## config.mk

```make
export PLATFORM = sky130hd
export DESIGN_NAME = cfa_cfg_regs_flat
export DESIGN_NICKNAME = d
export VERILOG_FILES = /design/src/rtl/cfa_pkg.sv /design/src/rtl/cfa_cfg_if.sv /design/src/rtl/cfa_cfg_regs.sv /design/src/flat_wrapper.sv
export SDC_FILE = /design/constraint.sdc
export NUM_CORES = 1
export LEC_CHECK = 0
export BUFFER_PORTS_ARGS = -buffer_cell sky130_fd_sc_hd__buf_4
export CORE_MARGIN = 2
export CORE_UTILIZATION = 35
export CTS_CLUSTER_DIAMETER = 60
export DETAILED_ROUTE_END_ITERATION = 8
export GPL_ROUTABILITY_DRIVEN = 0
export SYNTH_ARGS = -nofsm -noshare
export SYNTH_HDL_FRONTEND = slang
export SYNTH_SLANG_ARGS = --single-unit
export TNS_END_PERCENT = 30
```

## constraint.sdc

```tcl
create_clock -name clk_i -period 0.85 [get_ports clk_i]
set_clock_uncertainty 0.1 [all_clocks]
set_input_delay 0.1275 -clock clk_i [delete_from_list [all_inputs] [get_ports clk_i]]
set_output_delay 0.1275 -clock clk_i [all_outputs]
set_load 0.02 [all_outputs]
```

## src/rtl/cfa_pkg.sv

```systemverilog
// Shared types, codes and widths of the contiguous frame allocator.
// No dependencies; the interfaces, top level, config registers and sequencer import this package.
`default_nettype none

package cfa_pkg;

  localparam int BaseW    = 20;  // absolute frame numbers
  localparam int CountW   = 15;  // counts, pool size register, free counter
  localparam int StatusW  = 3;
  localparam int CfgIdxW  = 2;
  localparam int CfgDataW = 20;

  localparam int MaxFramesDef = 16384;

  typedef enum logic [1:0] {
    OpAlloc   = 2'd0,
    OpRelease = 2'd1,
    OpMark    = 2'd2,
    OpInit    = 2'd3
  } op_e;

  typedef enum logic [StatusW-1:0] {
    StOk        = 3'd0,
    StNoSpace   = 3'd1,
    StNotInPool = 3'd2,
    StNotHead   = 3'd3,
    StBadCount  = 3'd4
  } status_e;

  // Per-frame state as stored in the table
  typedef enum logic [1:0] {
    FsFree  = 2'h0,
    FsUsed  = 2'h1,
    FsHead  = 2'h2,
    FsInacc = 2'h3
  } frame_state_e;

  localparam logic [CfgIdxW-1:0] RegPoolBase     = 2'd0;
  localparam logic [CfgIdxW-1:0] RegPoolFrames   = 2'd1;
  localparam logic [CfgIdxW-1:0] RegInfoInternal = 2'd2;

  localparam logic [BaseW-1:0]  PoolBaseRst     = '0;
  localparam logic [CountW-1:0] PoolFramesRst   = 15'd16384;
  localparam logic              InfoInternalRst = 1'b1;

  typedef struct packed {
    logic [BaseW-1:0]  pool_base;
    logic [CountW-1:0] pool_frames;
    logic              info_internal;
  } cfg_t;

  typedef struct packed {
    status_e           status;
    logic [BaseW-1:0]  first_frame;
    logic [CountW-1:0] free_count;
  } rsp_t;

endpackage

`default_nettype wire

```

## src/rtl/cfa_cfg_if.sv

```systemverilog
// Configuration write channel of the frame allocator: register index and data.
// Depends on cfa_pkg.
`default_nettype none

interface cfa_cfg_if;
  logic                          valid;
  logic                          ready;
  logic [cfa_pkg::CfgIdxW-1:0]   index;
  logic [cfa_pkg::CfgDataW-1:0]  data;

  modport source (output valid, index, data, input ready);
  modport sink   (input valid, index, data, output ready);
endinterface

`default_nettype wire

```

## src/rtl/cfa_cfg_regs.sv

```systemverilog
// Pool configuration registers, written through the configuration channel.
// Depends on cfa_pkg and cfa_cfg_if.
`default_nettype none

module cfa_cfg_regs (
  input  wire logic   clk_i,
  input  wire logic   rst_ni,
  cfa_cfg_if.sink     cfg_i,
  output cfa_pkg::cfg_t cfg_o
);
  import cfa_pkg::*;

  cfg_t cfg_q;

  assign cfg_i.ready = 1'b1;
  assign cfg_o       = cfg_q;

  always_ff @(posedge clk_i or negedge rst_ni) begin
    if (!rst_ni) begin
      cfg_q.pool_base     <= PoolBaseRst;
      cfg_q.pool_frames   <= PoolFramesRst;
      cfg_q.info_internal <= InfoInternalRst;
    end else if (cfg_i.valid) begin
      case (cfg_i.index)
        RegPoolBase:     cfg_q.pool_base     <= cfg_i.data[BaseW-1:0];
        RegPoolFrames:   cfg_q.pool_frames   <= cfg_i.data[CountW-1:0];
        RegInfoInternal: cfg_q.info_internal <= cfg_i.data[0];
        default: ;  // unknown index: write is dropped
      endcase
    end
  end

endmodule

`default_nettype wire

```

## src/flat_wrapper.sv

```systemverilog
// flat-port wrapper written by rule: the top's interface ports become plain ports
module cfa_cfg_regs_flat import cfa_pkg::*;
  (clk_i, rst_ni, cfg_o, cfg_i_valid, cfg_i_index, cfg_i_data, cfg_i_ready);
  cfa_cfg_if cfg_i_i ();
  input  wire logic clk_i;
  input  wire logic rst_ni;
  output cfa_pkg::cfg_t cfg_o;
  input wire logic [$bits(cfg_i_i.valid)-1:0] cfg_i_valid;
  input wire logic [$bits(cfg_i_i.index)-1:0] cfg_i_index;
  input wire logic [$bits(cfg_i_i.data)-1:0] cfg_i_data;
  output wire logic [$bits(cfg_i_i.ready)-1:0] cfg_i_ready;
  assign cfg_i_i.valid = cfg_i_valid;
  assign cfg_i_i.index = cfg_i_index;
  assign cfg_i_i.data = cfg_i_data;
  assign cfg_i_ready = cfg_i_i.ready;
  cfa_cfg_regs u_core (.clk_i(clk_i), .rst_ni(rst_ni), .cfg_i(cfg_i_i), .cfg_o(cfg_o));
endmodule
```

* After elaboration in Yosys (flattened, before gate mapping)
Cells that the tools add are included.
Cells by class: eq/ne operators 2, reductions and logical operators 4
Operators by type and width (number):
- AND reduction 2 bit | 3
- == test 2 x 1 -> 1 bit (second input constant) | 1
- == test 2 bit (second input constant) | 1
- zero test 2 bit | 1
Storage, ports and cells: flip-flop bits (word level) 36, input bits 25, output and inout bits 37, logic and storage cells 9

* Depth between registers and ports, before layout
depth in word-level cells 2, depth in mapped cells 3, depth with buffers taken out 2

* Worst setup path after synthesis
Ideal clock, no wire load.
path type in2reg, start in cfg_i_index[0], end reg u_core.cfg_q, in the netlist u_core.cfg_o[16], library setup time 0.125 ns, arrival time 0.820 ns, required time 0.625 ns, path slack -0.195 ns, stages on the path 3, path buffers 1, cell sequence nor3b_4 buf_6 mux2_2
On the way: longest elaborated chain between the ends 2
RTL lines:
- start, declared | line flat_wrapper.sv:9 | input wire logic [$bits(cfg_i_i.index)-1:0] cfg_i_index;
- zero test 2 bit | line cfa_cfg_regs.sv:24 | case (cfg_i.index)
- AND reduction 2 bit (no source line)
- end, declared | line cfa_cfg_regs.sv:13 | cfg_t cfg_q;
No other way between the ends. A chain may end at the register's enable or synchronous reset.

* Worst setup path in the final report
start reg u_core.cfg_q, in the netlist u_core.cfg_o[15], end out cfg_o[15] (netlist bit)
RTL lines:
- end, declared | line flat_wrapper.sv:7 | output cfa_pkg::cfg_t cfg_o;
No word-level cell between the ends.

==> flow_results.org <==
** Status
- The run finished, with violations left.
- Violations in the final reports :: negative hold slack, negative setup slack

** Logic synthesis
- Leading cell types by total area after synthesis :: dfrtp_1 (59%), mux2_2 (20%), mux2_4 (10%)
- Number of cells produced by synthesis :: 80
- Counting distinct cell types in the post-synthesis netlist gives 11.
- Counting flops and latches in the post-synthesis netlist gives 36.
- Post-synth net total :: 105
- Of all cell types, the one taking the most synthesized area is dfrtp_1.
- Area share of the leading cell type in the synthesized netlist :: 0.592
- In this run the mean area of a mapped cell was 18.0 µm².
- For this run, the register share of the synthesized area comes to 0.628.
- Yosys printed 0 warnings.
- The mapped netlist covers 1440 µm².

** Clocking
- TritonCTS created 5 clock buffers.
- Skew-Pair Late Insertion Delay :: 0.28 ns
- After clock tree synthesis, the clock-pin slew on the worst setup and hold paths is 0.06 ns.
- Maximum buffer depth of the clock tree :: 2
- The tree is rooted in a clkbuf_8.
- CTS saw 36 sinks.
- Buffers inserted to repair hold after CTS numbered 1.
- TritonCTS built the clock tree.
- The H-tree was split into 2 levels.

** Place
- Number of cells in the design after placement :: 189
- Area after DPL :: 1960 µm²
- Detailed Place HPWL :: 2130 µm
- Port Buffers :: 60

** Setup path
- The setup check on the worst reg-to-reg path leaves a slack of -0.15 ns.
- On the critical path, the stage with the largest delay is an instance of dfstp_2.
- Cell class contributing the biggest share of worst-path delay :: flip-flops
- STA classifies the critical path startpoint as a register.
- In this run the number of cells on the critical path is 1.
- Worst reg2reg startpoint :: u_core.cfg_o[27]
- Largest driver fanout on the critical path :: 2
- Endpoint type of the worst setup path :: output pin
- Worst endpoint required time :: 0.62 ns
- Delay contributed by the slowest stage of the critical path :: 0.54 ns
- The signal on the critical path passes through buf_6.
- The most critical setup path has its endpoint at cfg_o[15].
- Capture instance of the worst register-to-register path :: u_core.cfg_o[27]
- STA puts the critical path data arrival time at 0.94 ns.
- Worst reg2reg path depth :: 2
- Critical path buffers and inverters :: 1
- Tracing the worst setup path back leads to its startpoint at u_core.cfg_o[15].
- The setup path with the least slack is of type reg2out.

** Finish
- At the end of the flow, the number of nets in the layout was 180.
- Compared with the post-synthesis result, the final layout area differs by 61.3%.
- The layout has 333 filler cells.
- Cell Count, Final, Fillers Out :: 206
- Layout cell share with drive strength beyond 1 :: 0.756
- Number of flip-flops under the largest register name :: 36
- The finished cells cover 2320 µm².
- Total area of multi-input combinational cells :: 534 µm²
- Count of inserted antenna diode cells :: 0
- Post-route core utilization :: 0.584
- Sequential standard cell area :: 903 µm²

** Floorplanning
- Number of ports placed on the die boundary :: 62
- In this run the vertical extent of the chip is 68.1 µm.
- In this run the core area contains 23 standard-cell rows.
- Initial cell density of the core :: 0.362
- Standard cell core area :: 3970 µm²
- Chip Width :: 68.1 µm
- The floorplan step defined a die boundary enclosing 4640 µm².

** Job
- Max-cap violations in this run came to 0.

** Timing
- Setup violations remaining at the end of the flow were counted as 70.
- Setup repair after global routing missed its margin :: true
- Worst hold margin :: -0.0343 ns
- Dividing the final minimum period by the clock period gives 1.37.
- Final Hold Violating Endpoints :: 31
- Timing would allow up to 860 MHz.
- Final worst setup slack :: -0.313 ns
- Final critical path time including I/O delays and setup :: 1.16 ns
- The number of max-slew violations in the final report is 0.

** Pwr
- Combinational share of power :: 0.352
- PD cells :: 2330 nW/µm²
- For this design the total switching power over the nets is 1550 µW.
- Seq pwr share :: 0.426
- The internal portion of the total power is 3850 µW.
- Worst IR drop on VDD :: 1.48 mV
- Part of the total power dissipated in the clock network :: 0.222
- Sw Ratio :: 0.288
- Post-layout total power :: 5400 µW
- For this design the static power due to leakage is 0.00114 µW.

** Drt
- DRC :: 0
- The count of nets left with antenna violations once routing finished came out at 0.
- For this run, the detailed router's first-pass iteration total came to 3.
- Final wirelength :: 3010 µm
- Dividing the detail-routed wire length by the instance count gives 14.6 µm.
- Summing over every cut layer, the via total after detailed routing is 948.
- After the first detailed-routing iteration, the DRC count stood at 28.
- Vias per Instance :: 4.60

** Hold path
- The worst hold path belongs to the class in2reg.

** GRT
- Total routing resource utilization after global routing :: 0.145
- Largest net degree at the start of global routing :: 21
- The number of global-route vias before repair was 1007.
- The first global-routing pass estimated 4790 µm of wire.
- The initial antenna violation count was 0.
- The total overflow left after global routing is 0.
==> Yosys cell counts (all sizes together) <==
cell type	instances
buf	4
conb	1
dfrtp	34
dfstp	2
mux2	36
nand3b	2
nor3b	1
==> layout make-up <==
| cell class | count | share of cell area |
|---|---|---|
| Clock buffer | 6 | 0.0356 |
| Clock inverter | 2 | 0.00432 |
| Multi-Input combinational cell | 40 | 0.230 |
| Sequential cell | 36 | 0.390 |
| Tap cell | 50 | 0.0270 |
| Timing Repair Buffer | 72 | 0.313 |
==> cells by family (layout without fill, tap and decap cells) <==
| group | after synthesis | in the layout | synth area share |
|---|---|---|---|
| multiplexers | 36 | 36 | 0.308 |
| flip-flops | 36 | 36 | 0.628 |
| buffers and inverters | 4 | 80 | 0.0287 |
| AND/OR/NAND/NOR | 3 | 3 | 0.0322 |
| other | 1 | 1 | 0.00261 |
==> layer usage <==
layer	GRT usage	routed length [µm]
met4	0.0525	39
met3	0.0773	334
met5	0	0
met2	0.218	1420
met1	0.177	1210
==> layout by cell type, fill, tap and decap left out <==
cell           Yosys  final
dlygate4sd3_1      0      1
clkinv_2           0      2
mux2_1             1      1
dfstp_2            2      2
buf_12             0      2
mux2_2            25     14
dfrtp_1           34     34
nor3b_4            1      1
buf_8              0      2
nand3b_4           1      1
clkbuf_8           0      6
buf_6              3     38
nand3b_1           1      1
conb_1             1      1
mux2_4            10     21
buf_4              1     29
==> power by group through the flow <==
stage / clock network, µW / logic, µW / registers, µW
finish: 1200 / 1900 / 2300
global route: 1340 / 2020 / 2340
global placement: 0 / 1510 / 2260
detailed placement: 0 / 1540 / 2270
CTS: 1260 / 1840 / 2300
floorplan: 0 / 398 / 2650
==> how the worst min path moves through the flow <==
stage | endpoint | start | slack (ns) | depth (start not counted)
floorplan | u_core.cfg_o[10] | rst_ni | -0.27 | 0
global placement | u_core.cfg_o[6] | rst_ni | -0.09 | 1
detailed placement | u_core.cfg_o[8] | rst_ni | -0.09 | 1
CTS | u_core.cfg_o[31] | cfg_i_data[15] | -0.05 | 2
global route | u_core.cfg_o[31] | cfg_i_data[15] | -0.05 | 2
finish | u_core.cfg_o[31] | cfg_i_data[15] | -0.03 | 2
==> per-stage QoR <==
stage                     TNS, ns  setup slack (ns)
final                       -9.76            -0.313
after global routing       -11.47            -0.344
after CTS                  -10.07            -0.322
after floorplan             -5.52            -0.195
after global placement     -13.08            -0.377
after detailed placement   -14.22            -0.426
==> what timing repair did <==
item                                    4_1_cts  5_1_grt
endpoints found under the setup margin       71       72
hold endpoints to repair                     72       34
gates resized for setup                      44        9
setup buffers                                 6        2
Note: power is estimated with default switching activity, not from simulation.
