## src/rtl/cfa_pkg.sv

```systemverilog
// Shared types, codes and widths of the contiguous frame allocator.
// No dependencies; the interfaces, top level, config registers and sequencer import this package.
`default_nettype none

package cfa_pkg;

  localparam int BaseW    = 20;  // absolute frame numbers
  localparam int CountW   = 15;  // counts, pool size register, free counter
  localparam int StatusW  = 3;
  localparam int CfgIdxW  = 2;
  localparam int CfgDataW = 20;

  localparam int MaxFramesDef = 16384;

  typedef enum logic [1:0] {
    OpAlloc   = 2'd0,
    OpRelease = 2'd1,
    OpMark    = 2'd2,
    OpInit    = 2'd3
  } op_e;

  typedef enum logic [StatusW-1:0] {
    StOk        = 3'd0,
    StNoSpace   = 3'd1,
    StNotInPool = 3'd2,
    StNotHead   = 3'd3,
    StBadCount  = 3'd4
  } status_e;

  // Per-frame state as stored in the table
  typedef enum logic [1:0] {
    FsFree  = 2'h0,
    FsUsed  = 2'h1,
    FsHead  = 2'h2,
    FsInacc = 2'h3
  } frame_state_e;

  localparam logic [CfgIdxW-1:0] RegPoolBase     = 2'd0;
  localparam logic [CfgIdxW-1:0] RegPoolFrames   = 2'd1;
  localparam logic [CfgIdxW-1:0] RegInfoInternal = 2'd2;

  localparam logic [BaseW-1:0]  PoolBaseRst     = '0;
  localparam logic [CountW-1:0] PoolFramesRst   = 15'd16384;
  localparam logic              InfoInternalRst = 1'b1;

  typedef struct packed {
    logic [BaseW-1:0]  pool_base;
    logic [CountW-1:0] pool_frames;
    logic              info_internal;
  } cfg_t;

  typedef struct packed {
    status_e           status;
    logic [BaseW-1:0]  first_frame;
    logic [CountW-1:0] free_count;
  } rsp_t;

endpackage

`default_nettype wire

```

## src/rtl/cfa_in_if.sv

```systemverilog
// Request channel of the frame allocator: operation, frame number, count.
// Depends on cfa_pkg.
`default_nettype none

interface cfa_in_if;
  logic                         valid;
  logic                         ready;
  cfa_pkg::op_e                 operation;
  logic [cfa_pkg::BaseW-1:0]    frame_number;
  logic [cfa_pkg::CountW-1:0]   count;

  modport source (output valid, operation, frame_number, count, input ready);
  modport sink   (input valid, operation, frame_number, count, output ready);
endinterface

`default_nettype wire

```

## src/rtl/cfa_engine.sv

```systemverilog
// Sequencer of the frame allocator: clear sweep, first-fit scan, release walk
// and run writes over the frame-state RAM. Depends on cfa_pkg and cfa_in_if.
`default_nettype none

module cfa_engine #(
  parameter int MAX_FRAMES = cfa_pkg::MaxFramesDef
) (
  input  wire logic                          clk_i,
  input  wire logic                          rst_ni,
  input  wire cfa_pkg::cfg_t                 cfg_i,
  cfa_in_if.sink                             req_i,
  output      cfa_pkg::rsp_t                 rsp_o,
  output      logic                          rsp_valid_o,
  input  wire logic                          rsp_ready_i,
  output      logic                          ram_we_o,
  output      logic [$clog2(MAX_FRAMES)-1:0] ram_waddr_o,
  output      logic [1:0]                    ram_wdata_o,
  output      logic [$clog2(MAX_FRAMES)-1:0] ram_raddr_o,
  input  wire logic [1:0]                    ram_rdata_i
);
  import cfa_pkg::*;

  localparam int AW = $clog2(MAX_FRAMES);
  localparam int NW = $clog2(MAX_FRAMES + 1);
  localparam int CW = (NW > CountW) ? NW : CountW;
  localparam logic [NW-1:0] LastAddr = NW'(MAX_FRAMES - 1);

  typedef enum logic [2:0] {
    SClear, SIdle, SRead, SScan, SRel, SWrite, SDone
  } state_e;

  state_e            state_q, state_d;
  op_e               op_q, op_d;
  logic [NW-1:0]     addr_q, addr_d;
  logic [NW-1:0]     run_q, run_d;
  logic [NW-1:0]     cnt_q, cnt_d;
  logic [NW-1:0]     left_q, left_d;
  frame_state_e      rest_q, rest_d;
  logic              first_q, first_d;
  logic              init_res_q, init_res_d;
  logic              init_used_q, init_used_d;
  logic [CountW-1:0] free_q, free_d;
  status_e           status_q, status_d;
  logic [BaseW-1:0]  frame_q, frame_d;

  logic [NW-1:0]     n_w;
  logic [BaseW-1:0]  off_w;
  logic              in_pool_w;
  logic [NW-1:0]     rel_w;
  logic [NW-1:0]     room_w;
  logic [NW-1:0]     addr_nx_w;
  logic [NW-1:0]     start_w;
  logic              used0_w;
  frame_state_e      rd_state_w;

  // pool size = min(pool_frames, MAX_FRAMES)
  assign n_w = (CW'(cfg_i.pool_frames) < CW'(MAX_FRAMES)) ? NW'(cfg_i.pool_frames)
                                                          : NW'(MAX_FRAMES);
  assign off_w     = req_i.frame_number - cfg_i.pool_base;
  assign in_pool_w = (req_i.frame_number >= cfg_i.pool_base) && (off_w < BaseW'(n_w));
  assign rel_w     = NW'(off_w);
  assign room_w    = n_w - rel_w;
  assign addr_nx_w = addr_q + NW'(1);
  assign start_w   = addr_nx_w - cnt_q;
  assign used0_w   = cfg_i.info_internal && (n_w != '0);
  assign rd_state_w = frame_state_e'(ram_rdata_i);

  assign req_i.ready = (state_q == SIdle);
  assign rsp_valid_o = (state_q == SDone);
  assign rsp_o       = '{status: status_q, first_frame: frame_q, free_count: free_q};

  always_comb begin
    state_d     = state_q;
    op_d        = op_q;
    addr_d      = addr_q;
    run_d       = run_q;
    cnt_d       = cnt_q;
    left_d      = left_q;
    rest_d      = rest_q;
    first_d     = first_q;
    init_res_d  = init_res_q;
    init_used_d = init_used_q;
    free_d      = free_q;
    status_d    = status_q;
    frame_d     = frame_q;
    ram_we_o    = 1'b0;
    ram_waddr_o = addr_q[AW-1:0];
    ram_wdata_o = FsFree;
    ram_raddr_o = addr_q[AW-1:0];

    case (state_q)
      SClear: begin
        ram_we_o    = 1'b1;
        ram_wdata_o = (addr_q == '0 && init_used_q) ? FsUsed : FsFree;
        addr_d      = addr_nx_w;
        if (addr_q == LastAddr) begin
          state_d = init_res_q ? SDone : SIdle;
        end
      end

      SIdle: begin
        if (req_i.valid) begin
          op_d     = req_i.operation;
          status_d = StOk;
          frame_d  = '0;
          first_d  = 1'b1;
          case (req_i.operation)
            OpInit: begin
              state_d     = SClear;
              addr_d      = '0;
              init_res_d  = 1'b1;
              init_used_d = used0_w;
              free_d      = CountW'(CW'(n_w) - CW'(used0_w));
            end
            OpAlloc: begin
              if (req_i.count == '0) begin
                status_d = StBadCount;
                state_d  = SDone;
              end else if (CW'(req_i.count) > CW'(n_w) || free_q == '0) begin
                status_d = StNoSpace;
                state_d  = SDone;
              end else begin
                addr_d  = '0;
                run_d   = '0;
                cnt_d   = NW'(req_i.count);
                state_d = SRead;
              end
            end
            default: begin  // release or mark
              if (!in_pool_w) begin
                status_d = StNotInPool;
                state_d  = SDone;
              end else if (req_i.operation == OpRelease) begin
                addr_d  = rel_w;
                state_d = SRead;
              end else if (req_i.count == '0) begin
                status_d = StBadCount;
                state_d  = SDone;
              end else begin
                addr_d  = rel_w;
                left_d  = (CW'(req_i.count) < CW'(room_w)) ? NW'(req_i.count) : room_w;
                rest_d  = FsInacc;
                state_d = SWrite;
              end
            end
          endcase
        end
      end

      // first read of a scan or walk; data shows up in the next state
      SRead: begin
        state_d = (op_q == OpAlloc) ? SScan : SRel;
      end

      SScan: begin
        ram_raddr_o = addr_nx_w[AW-1:0];
        if (rd_state_w == FsFree) begin
          run_d = run_q + NW'(1);
        end else begin
          run_d = '0;
        end
        if (rd_state_w == FsFree && run_q + NW'(1) == cnt_q) begin
          addr_d  = start_w;
          left_d  = cnt_q;
          rest_d  = FsUsed;
          frame_d = cfg_i.pool_base + BaseW'(start_w);
          state_d = SWrite;
        end else if (CW'(addr_nx_w) >= CW'(n_w)) begin
          status_d = StNoSpace;
          state_d  = SDone;
        end else begin
          addr_d = addr_nx_w;
        end
      end

      // walk: refuse a start that is not a head, else free the head, then each used frame after it up to the pool end
      SRel: begin
        ram_raddr_o = addr_nx_w[AW-1:0];
        first_d     = 1'b0;
        if (first_q && rd_state_w != FsHead) begin
          status_d = StNotHead;
          state_d  = SDone;
        end else if (first_q || rd_state_w == FsUsed) begin
          ram_we_o    = 1'b1;
          ram_wdata_o = FsFree;
          if (CW'(free_q) < CW'(n_w)) begin
            free_d = free_q + CountW'(1);
          end
          if (CW'(addr_nx_w) >= CW'(n_w)) begin
            state_d = SDone;
          end else begin
            addr_d = addr_nx_w;
          end
        end else begin
          state_d = SDone;
        end
      end

      SWrite: begin
        ram_we_o    = 1'b1;
        ram_wdata_o = first_q ? FsHead : rest_q;
        first_d     = 1'b0;
        addr_d      = addr_nx_w;
        left_d      = left_q - NW'(1);
        if (free_q != '0) begin
          free_d = free_q - CountW'(1);
        end
        if (left_q == NW'(1)) begin
          state_d = SDone;
        end
      end

      SDone: begin
        if (rsp_ready_i) begin
          state_d = SIdle;
        end
      end

      default: state_d = SIdle;
    endcase
  end

  always_ff @(posedge clk_i or negedge rst_ni) begin
    if (!rst_ni) begin
      state_q     <= SClear;
      op_q        <= OpInit;
      addr_q      <= '0;
      run_q       <= '0;
      cnt_q       <= '0;
      left_q      <= '0;
      rest_q      <= FsFree;
      first_q     <= 1'b0;
      init_res_q  <= 1'b0;
      init_used_q <= 1'b0;
      free_q      <= '0;
      status_q    <= StOk;
      frame_q     <= '0;
    end else begin
      state_q     <= state_d;
      op_q        <= op_d;
      addr_q      <= addr_d;
      run_q       <= run_d;
      cnt_q       <= cnt_d;
      left_q      <= left_d;
      rest_q      <= rest_d;
      first_q     <= first_d;
      init_res_q  <= init_res_d;
      init_used_q <= init_used_d;
      free_q      <= free_d;
      status_q    <= status_d;
      frame_q     <= frame_d;
    end
  end

  a_write_left: assert property (@(posedge clk_i) disable iff (!rst_ni)
    state_q == SWrite |-> left_q != '0)
    else $error("run write with nothing left");

  a_no_write_idle: assert property (@(posedge clk_i) disable iff (!rst_ni)
    (state_q == SIdle || state_q == SDone || state_q == SRead) |-> !ram_we_o)
    else $error("table written outside a sweep, walk or run write");

  a_run_below_cnt: assert property (@(posedge clk_i) disable iff (!rst_ni)
    state_q == SScan |-> run_q < cnt_q)
    else $error("scan run reached the request without stopping");

  a_one_item: assert property (@(posedge clk_i) disable iff (!rst_ni)
    (req_i.valid && req_i.ready) |=> !req_i.ready)
    else $error("second item taken while one is in work");

endmodule

`default_nettype wire
```

## src/flat_wrapper.sv

```systemverilog
// flat-port wrapper written by rule: the top's interface ports become plain ports
module cfa_engine_flat import cfa_pkg::*;
#(
  parameter int MAX_FRAMES = cfa_pkg::MaxFramesDef
)
  (clk_i, rst_ni, cfg_i, rsp_o, rsp_valid_o, rsp_ready_i, ram_we_o, ram_waddr_o, ram_wdata_o, ram_raddr_o, ram_rdata_i, req_i_valid, req_i_operation, req_i_frame_number, req_i_count, req_i_ready);
  cfa_in_if req_i_i ();
  input  wire logic clk_i;
  input  wire logic rst_ni;
  input  wire cfa_pkg::cfg_t cfg_i;
  output      cfa_pkg::rsp_t rsp_o;
  output      logic rsp_valid_o;
  input  wire logic rsp_ready_i;
  output      logic ram_we_o;
  output      logic [$clog2(MAX_FRAMES)-1:0] ram_waddr_o;
  output      logic [1:0] ram_wdata_o;
  output      logic [$clog2(MAX_FRAMES)-1:0] ram_raddr_o;
  input  wire logic [1:0] ram_rdata_i;
  input wire logic [$bits(req_i_i.valid)-1:0] req_i_valid;
  input wire logic [$bits(req_i_i.operation)-1:0] req_i_operation;
  input wire logic [$bits(req_i_i.frame_number)-1:0] req_i_frame_number;
  input wire logic [$bits(req_i_i.count)-1:0] req_i_count;
  output wire logic [$bits(req_i_i.ready)-1:0] req_i_ready;
  assign req_i_i.valid = req_i_valid;
  assign req_i_i.operation = req_i_operation;
  assign req_i_i.frame_number = req_i_frame_number;
  assign req_i_i.count = req_i_count;
  assign req_i_ready = req_i_i.ready;
  cfa_engine #(.MAX_FRAMES(MAX_FRAMES)) u_core (.clk_i(clk_i), .rst_ni(rst_ni), .cfg_i(cfg_i), .req_i(req_i_i), .rsp_o(rsp_o), .rsp_valid_o(rsp_valid_o), .rsp_ready_i(rsp_ready_i), .ram_we_o(ram_we_o), .ram_waddr_o(ram_waddr_o), .ram_wdata_o(ram_wdata_o), .ram_raddr_o(ram_raddr_o), .ram_rdata_i(ram_rdata_i));
endmodule
```

## config.mk

```make
export PLATFORM = sky130hd
export DESIGN_NAME = cfa_engine_flat
export DESIGN_NICKNAME = d
export VERILOG_FILES = /design/src/rtl/cfa_pkg.sv /design/src/rtl/cfa_in_if.sv /design/src/rtl/cfa_engine.sv /design/src/flat_wrapper.sv
export SDC_FILE = /design/constraint.sdc
export NUM_CORES = 1
export LEC_CHECK = 0
export BUFFER_PORTS_ARGS = -buffer_cell sky130_fd_sc_hd__buf_2
export CAP_MARGIN = 15
export CELL_PAD_IN_SITES_DETAIL_PLACEMENT = 0
export CELL_PAD_IN_SITES_GLOBAL_PLACEMENT = 1
export CORE_MARGIN = 5
export CORE_UTILIZATION = 41
export DETAILED_ROUTE_END_ITERATION = 7
export PLACE_DENSITY = 0.82
export RECOVER_POWER = 25
export SETUP_SLACK_MARGIN = 0.3
export SLEW_MARGIN = 5
export SYNTH_ARGS = -nofsm -noshare
export SYNTH_HDL_FRONTEND = slang
export SYNTH_SLANG_ARGS = --single-unit
```

## constraint.sdc

```tcl
create_clock -name clk_i -period 4.8 [get_ports clk_i]
set_input_delay 0.96 -clock clk_i [delete_from_list [all_inputs] [get_ports clk_i]]
set_output_delay 0.96 -clock clk_i [all_outputs]
set_load 0.1 [all_outputs]
```

# Word-level counts from Yosys, hierarchy flattened
# Cells that the tools add are included.
op_classes:
  bitwise: 2
  multipliers: 0
  reduce_logical: 38
  div_mod_pow: 0
  addsub: 10
  n_eq_ne: 36
  order_cmp: 7
  muxes: 79
  shift: 0
op_table:
  columns: ["cell", "n"]
  rows:
  - ["$mux W15", 27]
  - ["$pmux W15 S3", 2]
  - ["$mux W3", 22]
  - ["$pmux W15 S2", 2]
  - ["$pmux W15 S4", 1]
  - ["$add A15 B1 Y15 const B", 3]
  - ["$logic_not A15 Y1", 3]
  - ["$mux W20", 2]
  - ["$pmux W20 S2", 1]
  - ["$lt A15 B15 Y1", 2]
  - ["$reduce_bool A15 Y1", 2]
  - ["$sub A15 B1 Y15 const B", 2]
  - ["$sub A15 B15 Y15", 2]
  - ["$ne A2 B1 Y1 const B", 12]
  - ["$pmux W3 S7", 1]
  - ["$reduce_and A7 Y1", 3]
  - ["$add A20 B15 Y20", 1]
  - ["$ge A20 B20 Y1", 1]
  - ["$lt A20 B15 Y1", 1]
  - ["$sub A20 B20 Y20", 1]
  - ["$mux W2", 8]
  - ["$ne A2 B2 Y1 const B", 8]
  - ["$eq A15 B1 Y1 const B", 1]
  - ["$eq A15 B14 Y1 const B", 1]
  - ["33 further kinds", 63]
word_totals:
  n_memories: 0
  ram_bits: 0
  romBits: 0
  reg_bits: 108
  latch_bits: 0
  word_cells: 185

# Logic depth before layout (Yosys ltp)
# Gate-level depths: netlist of run 1.
depth:
  ltp_word: 11
  depth_mapped: 27

# Worst setup path before layout of run 1
# OpenSTA, ideal clock, no wires.
synth_timing:
  kind: "input to register"
  from: "input cfg_i[20] in the netlist's numbering"
  to: "register u_core.left_q[4]"
  path_slack_ns: -0.869
  setup_time_ns: 0.125
  required_ns: 4.675
  arrival_ns: 5.545
  cell_stages: 26
  path_cell_list: "inv_1 > ha_1 > a21o_1 > a31oi_1 > a21boi_0 > o21ai_0 > nand2_1 > xnor2_1 > inv_1 > ha_1 > and3_1 > a21oi_1 > o21ai_0 > o41ai_1 > xor2_1 > ha_1 > a21oi_1 > nor2b_1 > o21ai_0 > nand2b_1 > a221oi_1 > o21a_1 > clkbuf_1 > o21ai_0 > a31o_2 > mux2_2"
synth_via:
  elab_chain_cells: 10
  elab_cells_between_ends: 15
  classes_between: "add/sub (2); order compare (3); eq/ne (1); mux (7); reduce/logical (2)"
synth_rtl:
  columns: ["item", "line", "text"]
  rows:
  - ["start, declared", "flat_wrapper.sv:10", "input wire cfa_pkg::cfg_t cfg_i;"]
  - ["$sub A20 B20 Y20", "cfa_engine.sv:59", "assign off_w = req_i.frame_number - cfg_i.pool_base;"]
  - ["$sub A15 B15 Y15", "cfa_engine.sv:62", "assign room_w = n_w - rel_w;"]
  - ["$lt A15 B15 Y1", "cfa_engine.sv:141", "left_d = (CW'(req_i.count) < CW'(room_w)) ? NW'(req_i.count) : room_w;"]
  - ["$mux W15", "cfa_engine.sv:141", null]
  - ["$mux W15", "cfa_engine.sv:136", "end else if (req_i.count == '0) begin"]
  - ["$mux W15", "cfa_engine.sv:133", "end else if (req_i.operation == OpRelease) begin"]
  - ["$mux W15", "cfa_engine.sv:130", "if (!in_pool_w) begin"]
  - ["$mux W15", "cfa_engine.sv:107", "case (req_i.operation)"]
  - ["$mux W15", "cfa_engine.sv:102", "if (req_i.valid) begin"]
  - ["$pmux W15 S3", "cfa_engine.sv:91", "case (state_q)"]
  - ["end signal, assigned", "cfa_engine.sv:244", "left_q <= left_d;"]
  - ["end, declared", "cfa_engine.sv:37", "logic [NW-1:0] left_q, left_d;"]
# Several ways; a longest one is shown, not always the timed one. The select of a mux whose other input is x is not followed.
# A chain may end at the register's enable or synchronous reset.

# Final worst setup path of run 1
layout_timing:
  from: "input req_i_frame_number[0]"
  to: "register u_core.left_q[4]"
layout_via:
  elab_chain_cells: 10
  elab_cells_between_ends: 15
  classes_between: "add/sub (2); order compare (3); eq/ne (1); mux (7); reduce/logical (2)"
layout_rtl:
  columns: ["item", "line", "text"]
  rows:
  - ["start, declared", "flat_wrapper.sv:21", "input wire logic [$bits(req_i_i.frame_number)-1:0] req_i_frame_number;"]
  - ["$sub A20 B20 Y20", "cfa_engine.sv:59", null]
  - ["$sub A15 B15 Y15", "cfa_engine.sv:62", null]
  - ["$lt A15 B15 Y1", "cfa_engine.sv:141", null]
  - ["$mux W15", "cfa_engine.sv:141", null]
  - ["$mux W15", "cfa_engine.sv:136", null]
  - ["$mux W15", "cfa_engine.sv:133", null]
  - ["$mux W15", "cfa_engine.sv:130", null]
  - ["$mux W15", "cfa_engine.sv:107", null]
  - ["$mux W15", "cfa_engine.sv:102", null]
  - ["$pmux W15 S3", "cfa_engine.sv:91", null]
# Several ways; a longest one is shown, not always the timed one. The select of a mux whose other input is x is not followed.

==> out/summary.txt, run 1 <==
status - complete, but fails checks
violated checks - capacitance limit, slew limit, setup timing
R2R cell count - 21
largest net degree at the start of global routing - 45
syn_area_per_cell - 7.80 um^2
Post-synth top cells - 159 x ha_1, 146 x nand2_1, 133 x o21ai_0
H-tree Lvls - 3
Final setup viols - 30
share of layout cells above drive strength 1 - 32.0%
CTS tree - done
Worst-Margin Slew - 2.65 ns
Routed WL - 49.2 mm
1st-iter DRT viols - 1,239
die height - 184 um
Core ar. - 29,800 um^2
root buf cell - clkbuf_16
Worst Path Arrival - 5.61 ns
Slew HR - -76.4%
cell area after layout - 17,100 um^2
kind of critical path - in -> reg
Nets - 2,209
sequential element share of the synthesized area - 21.7%
HPWL after DPL - 38.3 mm
VDD IR max - 0.462 mV
max capacitance violation total - 1
I/O Buffers - 149
HP Start - u_core.rest_q[0]
largest cells by area after synthesis - dfrtp_1 21%, ha_1 16%, xnor2_1 6.5%
Max stage delay on crit path - 0.57 ns
grt ovf - 0
Die Area - 34,000 um^2
syn_nets - 1,839
most numerous cell in the Yosys netlist - ha_1
width of the die - 184 um
GRT Total Usage - 27.9%
Reg-to-Reg Start - u_core.addr_q[1]
PD cells - 706 nW/um^2
Fin. Hold Viols - 0
WHS Endpoint - u_core.rest_q[0]
Synth top area share - 21.3%
Buf/Inv on CP - 5
Initial Util - 41.8%
antenna-violating nets left - 0
first-pass GRT wire length - 74.9 mm
Most common cell on crit path - o21ai_1
WL/cell - 20.8 um
EDFF count, synth - 0
maximum clock frequency - 187 MHz
drc violations - 0
Sink Count - 108
flip-flop and latch count after synthesis - 108
vias - 13,600
ys async rst share - 100%
Clock Latency Late Sink - 0.38 ns
placement-stage cell area - 15,300 um^2
YS warnings - 0
synthesis-to-layout area growth - 37.1%
fin crit share - 111%
I/O pins - 150
Worst Path Required - 5.07 ns
Critical Path Fanout Max - 6
fin crit period - 5.34 ns
Worst R2R End - u_core.frame_q[19]
Slowest cell on crit path - fa_2
static leakage - 8.13 nW
drt via density - 5.78
synthesized area - 12,500 um^2
CP Launch Type - primary input
DRT Pass-1 Iters - 6
Worst Setup End Kind - flip-flop
Placer Congestion - 0.970
setup ws final - -0.537 ns
CTS Buf Count - 9
synthesized instance count - 1,596
# rows - 63
hold path depth - 1
clk slew on worst S/H paths - 0.09 ns
type of the tightest min-delay check - reg -> reg
Post-synth top flop - dfrtp_1
unrepaired setup endpoints after global routing - yes
Setup Skew - 0.0116 ns
Max Slew Vio Count - 45
family with the most delay on the worst path - compound AO/OA/AOI/OAI gates
initial antenna violation count - 1
vias in the first global route - 13,300
Final Util - 57.3%
post-synthesis cell type count - 77
largest area contributor in the netlist - dfrtp_1
Reg2Reg Setup Slack - 0.33 ns
Bufs on Longest Clock Path - 2
Hold WS - 0.483 ns
## cell usage in the layout (no fill, tap or decap), types with 8 or more instances in the layout
cell / n
nand2_1: 143
nor2b_1: 20
o21ai_1: 19
o21ai_0: 105
ha_2: 8
o22ai_1: 17
and3_1: 15
dfrtp_1: 103
a21o_1: 28
inv_1: 112
nand2b_1: 17
nor3_1: 43
o21a_1: 18
nor2_1: 118
a21oi_2: 13
a22oi_1: 8
ha_4: 16
clkbuf_16: 9
or3_1: 10
nand4_1: 20
nor4_1: 17
mux2_4: 14
buf_4: 255
xor2_1: 35
o31ai_1: 12
o21ai_2: 9
a21oi_1: 93
xnor2_1: 68
xnor2_2: 19
ha_1: 135
o211ai_1: 9
buf_6: 10
a31oi_1: 16
buf_2: 144
nand3_1: 56
## how the worst max path moves through the flow
| stage | start | endpoint | slack (ns) | cells after the start |
|---|---|---|---|---|
| 2_1_floorplan | req_i_frame_number[0] | u_core.left_q[5] | -0.49 | 23 |
| 3_3_place_gp | req_i_frame_number[0] | u_core.left_q[11] | -1.06 | 24 |
| 3_5_place_dp | req_i_frame_number[0] | u_core.left_q[11] | -1.21 | 24 |
| 4_1_cts | req_i_frame_number[0] | u_core.left_q[5] | -0.53 | 27 |
| 5_1_grt | req_i_frame_number[0] | u_core.left_q[1] | -0.72 | 29 |
| 6_report | req_i_frame_number[0] | u_core.left_q[4] | -0.54 | 25 |
## registers in the layout (all words and copies together), names as in the netlist
signal,count
u_core.frame_q,20
u_core.cnt_q,15
u_core.status_q,3
u_core.rest_q,2
u_core.state_q,3
u_core.run_q,15
u_core.init_used_q,1
u_core.left_q,15
u_core.first_q,1
u_core.init_res_q,1
u_core.op_q,2
u_core.free_q,15
u_core.addr_q,15
## cell families (layout without fill, tap and decap cells)
logic type / Yosys count / after routing / share of synthesized area [%]
XOR/XNOR: 131 / 131 / 9.32
adder cells (fa/ha/maj): 164 / 164 / 16.8
AND/OR/NAND/NOR: 524 / 524 / 20.0
AO/OA/AOI/OAI: 459 / 459 / 23.7
multiplexers: 29 / 29 / 2.55
other: 0 / 1 / 0
flip-flops: 108 / 108 / 21.7
buffers and inverters: 181 / 556 / 6.02
## cell type report
cell class                      instances  area (um^2)
Timing Repair Buffer                  418         2900
Sequential cell                       108         2710
Clock buffer                           10          239
Tap cell                              390          488
Fill cell                            2809        12700
Inverter                              122          468
Multi-Input combinational cell       1307        10200
Antenna cell                            1         2.50
Clock inverter                          6         63.8
## report_power, final
| group | leakage, nW | switching, mW | internal [mW] |
|---|---|---|---|
| sequential | 1.37 | 0.457 | 1.20 |
| combinational | 6.61 | 5.70 | 3.88 |
| clock | 0.146 | 0.432 | 0.384 |
## timing repair
item,CTS,global route
hold buffers,0,0
buffers inserted,27,16
resized for setup,96,125
setup endpoints to repair,43,45
cloned,2,0
pin swaps,47,64
## per-layer routing
metal	global-route usage [%]	share of wire [%]	vias to the layer above
met5	0	0	-
met4	10.1	3.9	0
met3	4.22	6.1	101
met2	45.6	47	506
met1	37.5	43	6556
li1	-	-	6480
## stage by stage
step | setup TNS [ns] | instances | power, mW | setup WS (ns)
floorplan | -6.89 | 1596 | 7.28 | -0.492
global placement | -30.09 | 2300 | 9.60 | -1.06
detailed placement | -31.69 | 2300 | 9.72 | -1.21
CTS | -9.10 | 2345 | 11.1 | -0.535
global route | -16.71 | 2361 | 12.8 | -0.723
finish | -8.78 | 2362 | 12.1 | -0.537
(Power assumes the default switching activity.)
==> run 2, diff against run 1 <==
--- a/config.mk
+++ b/config.mk
@@ -15,7 +15,8 @@
 export PLACE_DENSITY = 0.82
 export RECOVER_POWER = 25
 export SETUP_SLACK_MARGIN = 0.3
-export SLEW_MARGIN = 5
+export SKIP_CTS_REPAIR_TIMING = 1
+export SLEW_MARGIN = 20
 export SYNTH_ARGS = -nofsm -noshare
 export SYNTH_HDL_FRONTEND = slang
 export SYNTH_SLANG_ARGS = --single-unit
==> run 2 against run 1 <==
Clock skew barely moved. Hold slack better by 0.012 ns. Largest cell class unchanged. Critical endpoint is now u_core.left_q[12]. Non-clock buffer count fell by 9. The flow still finishes with violations (capacitance limit, slew limit, setup timing). Fmax down 0.67%.
==> out/summary.txt, run 2 (synthesis results as in run 1) <==
status - complete, but fails checks
violated checks - capacitance limit, slew limit, setup timing
CTS tree - done
antenna-violating nets left - 0
HPWL after DPL - 38.3 mm
vias - 13,700
GRT Total Usage - 27.3%
Worst Path Arrival - 5.63 ns
Placer Congestion - 0.970
Initial Util - 41.8%
I/O Buffers - 149
first-pass GRT wire length - 73.4 mm
CTS Buf Count - 9
drt via density - 5.83
I/O pins - 150
initial antenna violation count - 1
kind of critical path - in -> reg
Sink Count - 108
grt ovf - 0
DRT Pass-1 Iters - 6
die height - 184 um
maximum clock frequency - 186 MHz
Reg2Reg Setup Slack - 0.37 ns
Final setup viols - 26
commonest non-fill, non-tap cells in the layout - 239 x buf_4, 145 x buf_2, 144 x nand2_1, 133 x ha_1, 115 x nor2_1
total power - 12.0 mW
Nets - 2,200
Die Area - 34,000 um^2
type of the tightest min-delay check - reg -> reg
H-tree Lvls - 3
Max Slew Vio Count - 45
# rows - 63
Setup Skew - 0.0119 ns
Routed WL - 49.2 mm
PD cells - 698 nW/um^2
clk slew on worst S/H paths - 0.09 ns
share of layout cells above drive strength 1 - 32.7%
Slew HR - -76.4%
root buf cell - clkbuf_16
static leakage - 8.14 nW
max capacitance violation total - 1
Fill cells - 2,773
unrepaired setup endpoints after global routing - yes
fin crit share - 112%
Antenna Diode Count - 0
most common cell after layout, fill and taps aside - buf_4
Worst Path Required - 5.06 ns
Fin. Hold Viols - 0
width of the die - 184 um
Hold WS - 0.495 ns
Clock Latency Late Sink - 0.38 ns
1st-iter DRT viols - 1,116
setup ws final - -0.574 ns
fin crit period - 5.37 ns
synthesis-to-layout area growth - 38.1%
Bufs on Longest Clock Path - 2
drc violations - 0
Worst Setup End Kind - flip-flop
Critical Path Fanout Max - 5
largest net degree at the start of global routing - 45
Biggest register - u_core.frame_q
Core ar. - 29,800 um^2
CP Launch Type - primary input
vias in the first global route - 13,100
max reg flops - 20
Worst-Margin Slew - 2.65 ns
VDD IR max - 0.456 mV
WL/cell - 20.9 um
==> run 2: changes by cell type in the layout (fill, tap and decap cells not counted), moves of 3 or more <==
cell / change
o21ai_2: +3
nor2_2: +3
buf_4: -16
a21oi_1: -5
o22ai_2: +7
buf_6: +5
a21oi_2: +3
o21ai_1: -5
nor2_1: -3
o22ai_1: -7
==> run 2: metrics by stage <==
step	util, %	cells	setup WS (ns)	cell area [um^2]	setup TNS (ns)
final	57.7	2352	-0.574	17200	-8.53
after global routing	57.7	2352	-0.798	17200	-15.79
after CTS	52.4	2316	-0.821	15600	-18.31
after detailed placement	51.4	2300	-1.21	15300	-31.69
after global placement	51.4	2300	-1.06	15300	-30.09
after floorplan	-	1596	-0.492	12700	-6.89
==> run 2: report_power, final <==
group | switching [mW] | internal [mW]
combinational | 5.71 | 3.83
clock | 0.428 | 0.384
sequential | 0.452 | 1.20
total | 6.59 | 5.41
==> run 2: final timing paths <==
| path | depth (start not counted) | start | to |
|---|---|---|---|
| min reg2reg | 1 | u_core.rest_q[0] | u_core.rest_q[0] |
| max | 25 | req_i_frame_number[0] | u_core.left_q[12] |
| min | 1 | u_core.rest_q[0] | u_core.rest_q[0] |
| min in group asynchronous | 1 | rst_ni | u_core.run_q[5] |
| max reg2reg | 20 | u_core.addr_q[1] | u_core.addr_q[13] |
| max in group asynchronous | 2 | rst_ni | u_core.left_q[13] |
==> run 2: per-layer routing <==
metal / routed length (um) / vias to the layer above / GRT usage (%) / share of wire, %
met1: 21000 / 6607 / 37.1 / 43
met5: 13 / - / 0 / 0.026
met3: 3350 / 107 / 4.05 / 6.8
met4: 2030 / 2 / 10.1 / 4.1
li1: - / 6465 / - / -
met2: 22800 / 533 / 44.2 / 46
==> run 2: critical path, cell delays in order <==
cell and delay [ns]:
buf_8 0.08, inv_8 0.03, ha_4 0.16, fa_2 0.38, xnor2_2 0.24, inv_1 0.10
ha_1 0.20, a21o_1 0.19, a21oi_4 0.19, nor2b_4 0.07, o41ai_4 0.34, o21ai_2 0.12
o41ai_2 0.28, o21ai_1 0.17, xnor2_2 0.18, ha_1 0.32, nand3_2 0.08, nor2_2 0.13
o211ai_1 0.09, o21a_2 0.26, buf_12 0.14, and3_4 0.19, a222oi_1 0.34, o21ai_1 0.12
mux2_4 0.27
==> run 2: area by class of cell <==
type	count	area (um^2)	area share, %
Clock buffer	10	239	1.39
Multi-Input combinational cell	1307	10400	60.3
Clock inverter	6	63.8	0.371
Inverter	122	465	2.71
Sequential cell	108	2710	15.7
Tap cell	390	488	2.84
Timing Repair Buffer	409	2860	16.6
